`src/design/bc1_bc2_bc3_block_decoder_core_assert.svh`:
```
// assertion macros for the block decoder core
// expects clk and arst_n in the scope of the module that uses them
`ifndef BC1_BC2_BC3_BLOCK_DECODER_CORE_ASSERT_SVH
`define BC1_BC2_BC3_BLOCK_DECODER_CORE_ASSERT_SVH

// same-cycle implication, checked out of reset
`define BCDEC_ASSERT_IMP(lbl, pre, post) \
	lbl: assert property (@(posedge clk) disable iff (!arst_n) (pre) |-> (post)) \
		else $error("bcdec same-cycle check failed");

// next-cycle implication, checked out of reset
`define BCDEC_ASSERT_NXT(lbl, pre, post) \
	lbl: assert property (@(posedge clk) disable iff (!arst_n) (pre) |=> (post)) \
		else $error("bcdec next-cycle check failed");

`endif

```
`src/design/bcdec_pkg.sv`:
```
// shared types, codes and arithmetic helpers of the block decoder
// no dependencies
package bcdec_pkg;

	// configuration port
	localparam int CFG_IW = 2;
	localparam int CFG_DW = 13;
	localparam logic [CFG_IW-1:0] REG_FORMAT = 2'd0;
	localparam logic [CFG_IW-1:0] REG_WIDTH  = 2'd1;
	localparam logic [CFG_IW-1:0] REG_HEIGHT = 2'd2;

	// block formats, the spare code decodes as interpolated alpha
	typedef enum logic [1:0] {
		FMT_DXT1 = 2'd0,
		FMT_DXT3 = 2'd1,
		FMT_DXT5 = 2'd2
	} fmt_t;

	// colour channels inside a palette entry
	localparam int CH_RED   = 0;
	localparam int CH_GREEN = 1;
	localparam int CH_BLUE  = 2;

	// colour index that is transparent black in punch-through mode
	localparam logic [1:0] TRANSPARENT_IDX = 2'd3;

	// queue between front and back
	localparam int QUEUE_DEPTH = 2;
	localparam int QPW = (QUEUE_DEPTH > 1) ? $clog2(QUEUE_DEPTH) : 1;
	localparam int QCW = $clog2(QUEUE_DEPTH + 1);

	// one decoded block as handed from front to back
	typedef struct packed {
		logic [3:0][2:0][7:0] pal;
		logic [7:0][7:0]      apal;
		fmt_t                 fmt;
		logic                 clear3;
		logic [31:0]          cidx;
		logic [63:0]          abits;
		logic [11:0]          base_x;
		logic [11:0]          base_y;
		logic [1:0]           last_col;
		logic [1:0]           last_row;
		logic                 any;
		logic                 last_block;
	} blk_t;

	typedef struct packed {
		logic           valid;
		logic           full;
		logic [QCW-1:0] count;
	} qstat_t;

	typedef struct packed {
		logic busy;
		logic live;
	} bstat_t;

	// one output pixel
	typedef struct packed {
		logic [7:0]  red;
		logic [7:0]  green;
		logic [7:0]  blue;
		logic [7:0]  alpha;
		logic [11:0] x;
		logic [11:0] y;
		logic        blk_end;
		logic        img_end;
	} pix_t;

	// rgb565 field widening by bit replication
	function automatic logic [7:0] expand5(input logic [4:0] v);
		return {v, v[4:2]};
	endfunction

	function automatic logic [7:0] expand6(input logic [5:0] v);
		return {v, v[5:4]};
	endfunction

	// truncating divide by 3 for values up to 765
	function automatic logic [7:0] div3(input logic [9:0] v);
		logic [20:0] p;
		p = 21'(v) * 21'd683;
		return p[18:11];
	endfunction

	// truncating divide by 5 for values up to 1275
	function automatic logic [7:0] div5(input logic [10:0] v);
		logic [21:0] p;
		p = 22'(v) * 22'd1639;
		return p[20:13];
	endfunction

	// truncating divide by 7 for values up to 1785
	function automatic logic [7:0] div7(input logic [10:0] v);
		logic [22:0] p;
		p = 23'(v) * 23'd2341;
		return p[21:14];
	endfunction

endpackage

```
`src/design/bcdec_front.sv`:
```
// front end: takes blocks, tracks block position, builds the palettes
// depends on bcdec_pkg
module bcdec_front import bcdec_pkg::*; #(
	parameter int MAX_SIDE = 4096
) (
	input  logic              clk,
	input  logic              arst_n,
	input  logic              push,
	output logic              full,
	input  logic [63:0]       block_low,
	input  logic [63:0]       block_high,
	input  logic [1:0]        cfg_format,
	input  logic [CFG_DW-1:0] cfg_width,
	input  logic [CFG_DW-1:0] cfg_height,
	output logic              q_push,
	output blk_t              q_data,
	input  qstat_t            q_stat
);

	localparam int SW   = $clog2(MAX_SIDE + 1);
	localparam int XW   = SW + 1;
	localparam int NBLK = (MAX_SIDE + 3) / 4;
	localparam int BCW  = ($clog2(NBLK) < 1) ? 1 : $clog2(NBLK);

	logic [BCW-1:0] col_q, row_q;
	logic [SW-1:0]  wd, ht, cx, cy, rem_x, rem_y;
	logic [XW-1:0]  bw, bh;
	logic           col_end, row_end, acc;
	logic [1:0]     lcol, lrow;
	fmt_t           fmt_eff;

	logic        valid_s1;
	logic [63:0] lo_s1, hi_s1;
	fmt_t        fmt_s1;
	logic [11:0] bx_s1, by_s1;
	logic [1:0]  lcol_s1, lrow_s1;
	logic        any_s1, lastb_s1;

	// clamp the configured size into range
	always_comb begin
		if (cfg_width == '0) begin
			wd = SW'(1);
		end else if (32'(cfg_width) > MAX_SIDE) begin
			wd = SW'(MAX_SIDE);
		end else begin
			wd = SW'(cfg_width);
		end
		if (cfg_height == '0) begin
			ht = SW'(1);
		end else if (32'(cfg_height) > MAX_SIDE) begin
			ht = SW'(MAX_SIDE);
		end else begin
			ht = SW'(cfg_height);
		end
	end

	// block counts and position tests
	assign bw      = (XW'(wd) + XW'(3)) >> 2;
	assign bh      = (XW'(ht) + XW'(3)) >> 2;
	assign col_end = (XW'(col_q) + XW'(1)) >= bw;
	assign row_end = (XW'(row_q) + XW'(1)) >= bh;
	assign cx      = SW'({col_q, 2'b00});
	assign cy      = SW'({row_q, 2'b00});
	assign rem_x   = wd - cx;
	assign rem_y   = ht - cy;
	assign lcol    = (rem_x >= SW'(4)) ? 2'd3 : 2'(rem_x - SW'(1));
	assign lrow    = (rem_y >= SW'(4)) ? 2'd3 : 2'(rem_y - SW'(1));

	// format selection
	always_comb begin
		case (cfg_format)
			FMT_DXT1: fmt_eff = FMT_DXT1;
			FMT_DXT3: fmt_eff = FMT_DXT3;
			default:  fmt_eff = FMT_DXT5;
		endcase
	end

	// handshake
	assign full   = valid_s1 && q_stat.full;
	assign acc    = push && !full;
	assign q_push = valid_s1 && !q_stat.full;

	// block position in raster order
	always_ff @(posedge clk or negedge arst_n) begin
		if (!arst_n) begin
			col_q <= '0;
			row_q <= '0;
		end else if (acc) begin
			if (col_end) begin
				col_q <= '0;
				row_q <= row_end ? '0 : row_q + BCW'(1);
			end else begin
				col_q <= col_q + BCW'(1);
			end
		end
	end

	// capture stage valid
	always_ff @(posedge clk or negedge arst_n) begin
		if (!arst_n) begin
			valid_s1 <= 1'b0;
		end else if (acc) begin
			valid_s1 <= 1'b1;
		end else if (q_push) begin
			valid_s1 <= 1'b0;
		end
	end

	// capture stage payload
	always_ff @(posedge clk) begin
		if (acc) begin
			lo_s1    <= block_low;
			hi_s1    <= block_high;
			fmt_s1   <= fmt_eff;
			bx_s1    <= 12'({col_q, 2'b00});
			by_s1    <= 12'({row_q, 2'b00});
			lcol_s1  <= lcol;
			lrow_s1  <= lrow;
			any_s1   <= (cx < wd) && (cy < ht);
			lastb_s1 <= col_end && row_end;
		end
	end

	// palette construction
	always_comb begin
		logic [63:0]      cw;
		logic [15:0]      c0, c1;
		logic [2:0][7:0]  e0, e1;
		logic             punch;
		logic [7:0]       a0, a1;

		cw    = (fmt_s1 == FMT_DXT1) ? lo_s1 : hi_s1;
		c0    = cw[15:0];
		c1    = cw[31:16];
		punch = (fmt_s1 == FMT_DXT1) && (c0 <= c1);
		e0[CH_RED]   = expand5(c0[15:11]);
		e0[CH_GREEN] = expand6(c0[10:5]);
		e0[CH_BLUE]  = expand5(c0[4:0]);
		e1[CH_RED]   = expand5(c1[15:11]);
		e1[CH_GREEN] = expand6(c1[10:5]);
		e1[CH_BLUE]  = expand5(c1[4:0]);

		q_data = '0;
		for (int ch = 0; ch < 3; ch++) begin
			q_data.pal[0][ch] = e0[ch];
			q_data.pal[1][ch] = e1[ch];
			if (punch) begin
				q_data.pal[2][ch] = 8'((9'(e0[ch]) + 9'(e1[ch])) >> 1);
				q_data.pal[3][ch] = 8'h00;
			end else begin
				q_data.pal[2][ch] = div3({1'b0, e0[ch], 1'b0} + 10'(e1[ch]));
				q_data.pal[3][ch] = div3(10'(e0[ch]) + {1'b0, e1[ch], 1'b0});
			end
		end

		// interpolated alpha levels
		a0 = lo_s1[7:0];
		a1 = lo_s1[15:8];
		q_data.apal[0] = a0;
		q_data.apal[1] = a1;
		if (a0 > a1) begin
			for (int i = 2; i < 8; i++) begin
				q_data.apal[i] = div7(11'(a0) * 11'(8 - i) + 11'(a1) * 11'(i - 1));
			end
		end else begin
			for (int i = 2; i < 6; i++) begin
				q_data.apal[i] = div5(11'(a0) * 11'(6 - i) + 11'(a1) * 11'(i - 1));
			end
			q_data.apal[6] = 8'h00;
			q_data.apal[7] = 8'hFF;
		end

		q_data.fmt        = fmt_s1;
		q_data.clear3     = punch;
		q_data.cidx       = cw[63:32];
		q_data.abits      = lo_s1;
		q_data.base_x     = bx_s1;
		q_data.base_y     = by_s1;
		q_data.last_col   = lcol_s1;
		q_data.last_row   = lrow_s1;
		q_data.any        = any_s1;
		q_data.last_block = lastb_s1;
	end

endmodule

```
`src/design/bcdec_queue.sv`:
```
// short queue of decoded blocks between front and back
// depends on bcdec_pkg
module bcdec_queue import bcdec_pkg::*; (
	input  logic   clk,
	input  logic   arst_n,
	input  logic   push,
	input  blk_t   din,
	input  logic   pop,
	output blk_t   dout,
	output qstat_t stat
);

	blk_t           mem_q [QUEUE_DEPTH];
	logic [QPW-1:0] wr_ptr_q, rd_ptr_q;
	logic [QCW-1:0] count_q;
	logic           do_push, do_pop;

	assign stat.valid = count_q != '0;
	assign stat.full  = count_q == QCW'(QUEUE_DEPTH);
	assign stat.count = count_q;
	assign do_push    = push && !stat.full;
	assign do_pop     = pop && stat.valid;
	assign dout       = mem_q[rd_ptr_q];

	// entry storage
	always_ff @(posedge clk) begin
		if (do_push) begin
			mem_q[wr_ptr_q] <= din;
		end
	end

	// pointers and fill count
	always_ff @(posedge clk or negedge arst_n) begin
		if (!arst_n) begin
			wr_ptr_q <= '0;
			rd_ptr_q <= '0;
			count_q  <= '0;
		end else begin
			if (do_push) begin
				wr_ptr_q <= (wr_ptr_q == QPW'(QUEUE_DEPTH - 1)) ? '0 : wr_ptr_q + QPW'(1);
			end
			if (do_pop) begin
				rd_ptr_q <= (rd_ptr_q == QPW'(QUEUE_DEPTH - 1)) ? '0 : rd_ptr_q + QPW'(1);
			end
			if (do_push && !do_pop) begin
				count_q <= count_q + QCW'(1);
			end else if (do_pop && !do_push) begin
				count_q <= count_q - QCW'(1);
			end
		end
	end

endmodule

```
`src/design/bcdec_back.sv`:
```
// back end: walks the pixels of a block inside the image, one per cycle while the output register is free or popped
// depends on bcdec_pkg
module bcdec_back import bcdec_pkg::*; (
	input  logic   clk,
	input  logic   arst_n,
	input  logic   q_valid,
	input  blk_t   q_data,
	output logic   q_pop,
	output logic   empty,
	input  logic   pop,
	output pix_t   pix,
	output bstat_t stat
);

	blk_t       cur_q;
	logic       busy_q, out_valid_q;
	logic [1:0] i_q, j_q;
	pix_t       pix_q, pix_d;
	logic       emit, fin, load;

	// pixel walk control
	assign emit  = busy_q && (!out_valid_q || pop);
	assign fin   = emit && (j_q == cur_q.last_col) && (i_q == cur_q.last_row);
	assign load  = q_valid && (!busy_q || fin);
	assign q_pop = load;
	assign empty = !out_valid_q;
	assign pix   = pix_q;
	assign stat.busy = busy_q;
	assign stat.live = cur_q.any;

	// pixel lookup
	always_comb begin
		logic [3:0] pi;
		logic [1:0] ci;
		logic [3:0] an;
		logic [2:0] ai;

		pi = {i_q, j_q};
		ci = cur_q.cidx[{pi, 1'b0} +: 2];
		an = cur_q.abits[{pi, 2'b00} +: 4];
		ai = cur_q.abits[6'd16 + 6'd3 * {2'b00, pi} +: 3];

		pix_d.red   = cur_q.pal[ci][CH_RED];
		pix_d.green = cur_q.pal[ci][CH_GREEN];
		pix_d.blue  = cur_q.pal[ci][CH_BLUE];
		case (cur_q.fmt)
			FMT_DXT1: pix_d.alpha = (cur_q.clear3 && ci == TRANSPARENT_IDX) ? 8'h00 : 8'hFF;
			FMT_DXT3: pix_d.alpha = {an, an};
			default:  pix_d.alpha = cur_q.apal[ai];
		endcase
		pix_d.x       = cur_q.base_x + 12'(j_q);
		pix_d.y       = cur_q.base_y + 12'(i_q);
		pix_d.blk_end = (j_q == cur_q.last_col) && (i_q == cur_q.last_row);
		pix_d.img_end = pix_d.blk_end && cur_q.last_block;
	end

	// block load and row/column counters
	always_ff @(posedge clk or negedge arst_n) begin
		if (!arst_n) begin
			busy_q <= 1'b0;
			i_q    <= '0;
			j_q    <= '0;
		end else if (load) begin
			busy_q <= q_data.any;
			i_q    <= '0;
			j_q    <= '0;
		end else begin
			if (fin) begin
				busy_q <= 1'b0;
			end
			if (emit) begin
				if (j_q == cur_q.last_col) begin
					j_q <= '0;
					i_q <= i_q + 2'd1;
				end else begin
					j_q <= j_q + 2'd1;
				end
			end
		end
	end

	always_ff @(posedge clk) begin
		if (load) begin
			cur_q <= q_data;
		end
	end

	// output register
	always_ff @(posedge clk or negedge arst_n) begin
		if (!arst_n) begin
			out_valid_q <= 1'b0;
		end else if (emit) begin
			out_valid_q <= 1'b1;
		end else if (pop) begin
			out_valid_q <= 1'b0;
		end
	end

	always_ff @(posedge clk) begin
		if (emit) begin
			pix_q <= pix_d;
		end
	end

endmodule

```
`src/design/bc1_bc2_bc3_block_decoder_core.sv`:
```
// path: a block passes the capture stage, the block queue, the back end's current-block register
//   and the output register; throughput: one pixel per cycle from the back end while the output
//   is free or popped; a block gives just its pixels inside the image, or none if it has none
// the front takes a block per cycle while the 2-entry block queue has room
// reset: block position to the origin, format DXT1, image 4x4, queue and output empty
module bc1_bc2_bc3_block_decoder_core import bcdec_pkg::*; #(
	parameter int MAX_SIDE = 4096
) (
	input  logic              clk,
	input  logic              arst_n,
	input  logic              push,
	output logic              full,
	input  logic [63:0]       block_low,
	input  logic [63:0]       block_high,
	output logic              empty,
	input  logic              pop,
	output logic [7:0]        red,
	output logic [7:0]        green,
	output logic [7:0]        blue,
	output logic [7:0]        alpha,
	output logic [11:0]       pixel_x,
	output logic [11:0]       pixel_y,
	output logic              block_end,
	output logic              image_end,
	input  logic              cfg_write,
	input  logic [CFG_IW-1:0] cfg_index,
	input  logic [CFG_DW-1:0] cfg_data
);

`include "bc1_bc2_bc3_block_decoder_core_assert.svh"

	logic [1:0]        fmt_q;
	logic [CFG_DW-1:0] width_q, height_q;
	logic              q_push, q_pop;
	blk_t              q_in, q_out;
	qstat_t            q_stat;
	bstat_t            b_stat;
	pix_t              pix;

	// configuration registers
	always_ff @(posedge clk or negedge arst_n) begin
		if (!arst_n) begin
			fmt_q    <= FMT_DXT1;
			width_q  <= CFG_DW'(4);
			height_q <= CFG_DW'(4);
		end else if (cfg_write) begin
			case (cfg_index)
				REG_FORMAT: fmt_q    <= cfg_data[1:0];
				REG_WIDTH:  width_q  <= cfg_data;
				REG_HEIGHT: height_q <= cfg_data;
				default: ;
			endcase
		end
	end

	bcdec_front #(
		.MAX_SIDE(MAX_SIDE)
	) u_front (
		.clk       (clk),
		.arst_n    (arst_n),
		.push      (push),
		.full      (full),
		.block_low (block_low),
		.block_high(block_high),
		.cfg_format(fmt_q),
		.cfg_width (width_q),
		.cfg_height(height_q),
		.q_push    (q_push),
		.q_data    (q_in),
		.q_stat    (q_stat)
	);

	bcdec_queue u_queue (
		.clk   (clk),
		.arst_n(arst_n),
		.push  (q_push),
		.din   (q_in),
		.pop   (q_pop),
		.dout  (q_out),
		.stat  (q_stat)
	);

	bcdec_back u_back (
		.clk    (clk),
		.arst_n (arst_n),
		.q_valid(q_stat.valid),
		.q_data (q_out),
		.q_pop  (q_pop),
		.empty  (empty),
		.pop    (pop),
		.pix    (pix),
		.stat   (b_stat)
	);

	// result ports
	assign red       = pix.red;
	assign green     = pix.green;
	assign blue      = pix.blue;
	assign alpha     = pix.alpha;
	assign pixel_x   = pix.x;
	assign pixel_y   = pix.y;
	assign block_end = pix.blk_end;
	assign image_end = pix.img_end;

	// checks
	`BCDEC_ASSERT_IMP(a_busy_has_pixels, b_stat.busy, b_stat.live)
	`BCDEC_ASSERT_IMP(a_queue_bound, 1'b1, q_stat.count <= QCW'(QUEUE_DEPTH))
	`BCDEC_ASSERT_IMP(a_image_end_on_block_end, !empty && image_end, block_end)
	`BCDEC_ASSERT_NXT(a_queue_holds_push, q_push, q_stat.valid)

endmodule
```
`config.mk`:
```
export PLATFORM = sky130hd
export DESIGN_NAME = bc1_bc2_bc3_block_decoder_core
export DESIGN_NICKNAME = d
export VERILOG_FILES = /design/src/design/bcdec_pkg.sv /design/src/design/bcdec_front.sv /design/src/design/bcdec_queue.sv /design/src/design/bcdec_back.sv /design/src/design/bc1_bc2_bc3_block_decoder_core.sv
export VERILOG_INCLUDE_DIRS = /design/src /design/src/design
export SDC_FILE = /design/constraint.sdc
export NUM_CORES = 2
export LEC_CHECK = 0
export BUFFER_PORTS_ARGS = -buffer_cell sky130_fd_sc_hd__buf_2
export CAP_MARGIN = 10
export CORE_AREA = 3 3 495 497
export CTS_CLUSTER_DIAMETER = 50
export CTS_CLUSTER_SIZE = 28
export DETAILED_ROUTE_END_ITERATION = 8
export DIE_AREA = 0 0 498 500
export GPL_TIMING_DRIVEN = 0
export MAX_ROUTING_LAYER = met4
export PLACE_DENSITY = 0.46
export SLEW_MARGIN = 20
export SYNTH_ARGS = -nofsm -noshare
export SYNTH_HDL_FRONTEND = slang
export SYNTH_SLANG_ARGS = --single-unit
```
`constraint.sdc`:
```
create_clock -name clk -period 29.1 [get_ports clk]
set_input_delay 5.82 -clock clk [delete_from_list [all_inputs] [get_ports clk]]
set_output_delay 5.82 -clock clk [all_outputs]
set_load 0.05 [all_outputs]
```
---- Word level (Yosys, flattened, before mapping) ----
Memory sizes are Yosys's and may differ from the RTL's.
Index checks and enable logic that the tools add are counted.
storage, ports and cells
  register bits after elaboration ......... 561
  bits in writable memories ............... 570
  input port bits ......................... 148
  output and inout port bits .............. 60
  memories kept ........................... 1
operators by class
  add/sub/neg operators ................... 38
  multipliers ............................. 23
  order comparisons ....................... 12
  equality and inequality tests ........... 8
  shift-type cells ........................ 3
  mux-type cells .......................... 39
  reductions and logical operators ........ 43
memory list
  name           depth  bits a word  rd ports  clocked after memory_dff  wr ports  RTL line           text
  u_queue.mem_q  2      285          1         0                         1         bcdec_queue.sv:13  blk_t mem_q [QUEUE_DEPTH];
operators with widths
  kind                    count
  $mul 11x12->22 const B  6
  $mul 10x10->19 const B  6
  $mul 11x11->21 const B  4
  $mux 64                 1
  $mux 8                  8
  $shiftx 64x7->3         1
  $shiftx 64x7->4         1
  $mux 13                 4
  $bmux 24 s2             1
  $mux 48                 1
  $mul 8x2->10 const B    4
  $shiftx 32x6->2         1
  $add 8x9->10            3
  $add 9x8->10            3
  $add 13x2->14 const B   2
  $ge 14x12->1            2
  $add 8x8->9             3
  $ge 13x3->1 const B     2
  $gt 13x13->1 const B    2
  $logic_not 13->1        2
  $lt 12x13->1            2
  $sub 13x12->13          2
  $add 12x2->12           2
  $bmux 8 s3              1
  other kinds (36)        102

---- Logic depth before layout (Yosys ltp) ----
  depth in word-level cells ............... 11
  gate-level depth with buffers ........... 32
  gate-level depth less buffers ........... 31

---- Modules after synthesis ----
A second synthesis with hierarchy kept.
unflattened totals
  cells, all modules ...................... 6012
  area, all modules ....................... 79854.1 µm²
modules (own cells, without submodules)
  module                          instances  cells each  area each (µm²)
  bcdec_front                     1          4295        42275.5
  bcdec_queue                     1          918         21415.5
  bcdec_back                      1          738         14994.4
  bc1_bc2_bc3_block_decoder_core  1          61          1168.6

---- Worst setup path before layout ----
OpenSTA, ideal clock, no wires.
  kind .................................... input port to flip-flop
  from .................................... input port pop
  to ...................................... register u_queue.count_q[1]
  data arrival time ....................... 13977 ps
  path slack .............................. 15044 ps
  cell stages on the path ................. 8
  cells stage by stage .................... nand2b_1 -> nand2_1 -> a21oi_2 -> inv_1 -> ha_1 -> xor2_1 -> nor2_1 -> xor2_1
on the way
  longest elaborated chain between the ends .. 10
  elaborated cells between the ends (all ways) .. 12
  those cells by class .................... mux: 1; reduce/logical: 11
RTL lines
  item                                                RTL line                              text
  start: declaration                                  bc1_bc2_bc3_block_decoder_core.sv:16  input logic pop,
  $logic_or 1x1->1 (*)                                bcdec_back.sv:22                      assign emit = busy_q && (!out_valid_q || pop);
  $logic_and 1x1->1 (*)                               bcdec_back.sv:22
  $logic_and 1x1->1 (*) (2 in a row)                  bcdec_back.sv:23                      assign fin = emit && (j_q == cur_q.last_col) && (i_q == cur_q.last_row);
  $logic_or 1x1->1 (*)                                bcdec_back.sv:24                      assign load = q_valid && (!busy_q || fin);
  $logic_and 1x1->1 (*)                               bcdec_back.sv:24
  net q_pop                                           bc1_bc2_bc3_block_decoder_core.sv:34  logic q_push, q_pop;
  $logic_and 1x1->1 (*)                               bcdec_queue.sv:22                     assign do_pop = pop && stat.valid;
  $logic_not 1->1                                     bcdec_queue.sv:45                     if (do_push && !do_pop) begin
  $logic_and 1x1->1                                   bcdec_queue.sv:45
  $mux 2 / $reduce_bool 2->1 (equally long branches)  -
  end signal: assignment                              bcdec_queue.sv:46                     count_q <= count_q + QCW'(1);
  end signal: assignment                              bcdec_queue.sv:48                     count_q <= count_q - QCW'(1);
  end: declaration                                    bcdec_queue.sv:15                     logic [QCW-1:0] count_q;
Mark *: on every way through the listed nets, which the timed path passes. The rest lies on a longest branch.
A chain may end at the register's enable or synchronous reset.

==> results_dict.tcl <==
set metrics [dict create \
    coreArea_mm2 0.241 \
    vias 45600 \
    status "completed" \
    place_area_mm2 0.0812 \
    grt_pass1_vias 48000 \
    worstPathArrival_ns 11.23 \
    path_delay_family "adder cells" \
    cts_max_level 3 \
    timing.slew.headroom_pct 26.9 \
    cts_sinks 1031 \
    cts.hold.buffers_added 0 \
    cp_slowest_cell "clkbuf_1" \
    ant_nets 0 \
    grt_max_degree 55 \
    drtPass1Iterations 5 \
    synth_nets 7514 \
    nets 7898 \
    drive_above_1_share_pct 15.6 \
    finalSetupTns_ns 0 \
    worstRegToRegCells 32 \
    synth_seq_cells 1031 \
    die_h_um 500 \
    skew_ns 0.0364 \
    pre_cts_slack_ns 18.23 \
    io_pins 208 \
    synthArstFlopShare_pct 5.72 \
    viasPerCell 4.83 \
    clockBufferDepth 3 \
    cp.required_ns 29.57 \
    start_kind "register" \
    grt_antenna_before_repair 23 \
    numCtsBuffers 103 \
    initial_core_util_pct 31.0 \
    cp-end-kind "register" \
    crit_type "reg -> reg" \
    drv_cap 0 \
    die_width_um 498 \
    timing.rr.start "u_front.fmt_s1[1]" \
    die_area_mm2 0.249 \
    gp_congestion 0.881 \
    clkLatencyLatePin_ns 0.75 \
    rsz0062_at_grt "false" \
    ys_seq_area_share_pct 41.1 \
    hp-start "u_back.cur_q[15]" \
    overflow 0 \
    clock.fmax_mhz 93.0 \
    final_core_util_pct 35.3 \
    final_area_mm2 0.0850 \
    holdPathStages 0 \
    finalCriticalPeriod_ns 10.76 \
    routed_wl_um 205000 \
    finalHoldViolCount 0 \
    drtIter0Drc 2573 \
    cts_tree "built" \
    yosys_most_used_dff "edfxtp_1" \
    drc 0 \
    yosysWarnings 0 \
    synth_edf_count 972 \
    setup_viol 0 \
    post-cts-setup-buffer-count 0 \
    whs_endpoint "u_back.pix[11]" \
    post_drt_wl_per_cell_um 21.7 \
    worst_pin_slew_ns 1.10 \
    fin_crit_sh_pct 37.0 \
    setup_ws_ns 18.34 \
    cp_max_fo 10 \
    grt_pass1_wl_um 311000 \
    cts-root-buf "clkbuf_16" \
    critPathLaunch "u_front.fmt_s1[1]" \
    io_buffers 207 \
    reg2reg_to "u_queue.mem_q[1][244]" \
    ys_types 86 \
    syn-cell-area_mm2 0.0746 \
    cts.repair.resized 0 \
    critPathBufInv 7 \
    slowest_delay_ns 0.87 \
    dp_hpwl_um 165000 \
    finalMaxSlewViolations 0 \
    syn-instance-count 5770 \
    num_rows 180 \
    grt_use_total_pct 17.0 \
    syn2layout_area_growth_pct 13.9 \
    hold_path_class "reg -> reg" \
    synth_area_per_cell_um2 12.9 \
    r2r_slack_ns 18.34 \
    clk_pin_slew_worst_paths_ns 0.09 \
]
-- cell families after synthesis --
group / Yosys count / synth area share (%)
flops: 1031 / 41.1
compound gates: 783 / 6.91
simple gates: 745 / 4.97
mux: 475 / 8.28
xor+xnor: 313 / 3.70
fa+ha+maj: 1596 / 30.7
buf+inv: 827 / 4.34
-- area by class of cell --
type                       instances  area [µm²]
multi-input combinational       3912       40700
clock buffer                     104        2600
sequential                      1031       30700
buffer                           108         551
fill                           23400      156000
clock inverter                    91        1170
timing repair buffer             279        2570
antenna                           14        35.0
inverter                         719        2700
tap                             3185        3990
-- worst reg2reg max path: cells and delay by family (launching register included) --
family / cells / cell delay, ns
buf+inv: 7 / 2.34
compound gates: 9 / 1.99
flops: 1 / 0.55
mux: 1 / 0.34
xor+xnor: 2 / 0.79
fa+ha+maj: 8 / 3.16
simple gates: 5 / 1.34
-- through the flow --
stage | std cells | hold WS [ns]
5_1_grt | 9440 | 0.432
3_5_place_dp | 9234 | 0.405
3_3_place_gp | 9162 | 0.408
6_report | 9443 | 0.420
2_1_floorplan | 5770 | 0.400
4_1_cts | 9429 | 0.421
-- Yosys cell counts, drive strengths merged (41+ instances only) --
master  instances  area, µm²
xor2           96        848
mux2i          59        591
nand2         183        689
o21ai         152        761
inv           719       2700
a21oi         212       1060
clkbuf         61        229
fa            388       7770
a21o           79        593
mux2          336       3780
xnor2         216       1890
nand3          83        415
edfxtp        972      29200
o21bai         53        398
mux4           80       1800
ha           1208      15100
nor2          162        623
nor2b          69        432
nor3           70        350
dfrtp          57       1430
o21a           41        308
buf            47        312
-- state kept, by name, summed over array words and instances (netlist names), 2 cells and up --
| name | flops |
|---|---|
| u_front.lcol_s1 | 2 |
| u_front.row_q | 10 |
| u_back.pix | 58 |
| u_front.fmt_s1 | 2 |
| u_back.j_q | 2 |
| width_q | 13 |
| u_front.lrow_s1 | 2 |
| u_front.lo_s1 | 64 |
| u_back.i_q | 2 |
| u_front.hi_s1 | 64 |
| u_front.col_q | 10 |
| height_q | 13 |
| u_back.cur_q | 252 |
| u_front.bx_s1 | 10 |
| fmt_q | 2 |
| u_front.by_s1 | 10 |
| u_queue.count_q | 2 |
| u_queue.mem_q | 506 |
-- routing by layer --
metal | vias to the layer above | routed length (µm) | global-route usage (%)
met3 | 169 | 6780 | 1.85
met1 | 22900 | 94400 | 22.2
met4 | 0 | 3160 | 3.31
li1 | 21800 | - | -
met5 | - | 0 | -
met2 | 737 | 101000 | 28.6
-- layout by cell type, fill, tap and decap left out, drive strengths merged, types with 162 or more instances in the layout --
cell type  netlist  layout
ha            1208    1208
edfxtp         972     972
inv            719     776
fa             388     388
mux2           336     336
buf             47     326
xnor2          216     216
a21oi          212     212
nand2          183     183
clkbuf          61     165
nor2           162     162
-- how the worst max path moves through the flow --
stage                            endpoint  cells past startpoint
floorplan              u_queue.count_q[1]                      8
global placement    u_queue.mem_q[0][108]                      3
detailed placement  u_queue.mem_q[0][244]                     30
CTS                 u_queue.mem_q[0][244]                     30
global route        u_queue.mem_q[0][244]                     32
finish              u_queue.mem_q[1][244]                     32
Power is not shown: default switching activity piles up to over one toggle a cycle in this logic, so the estimate is an artifact.
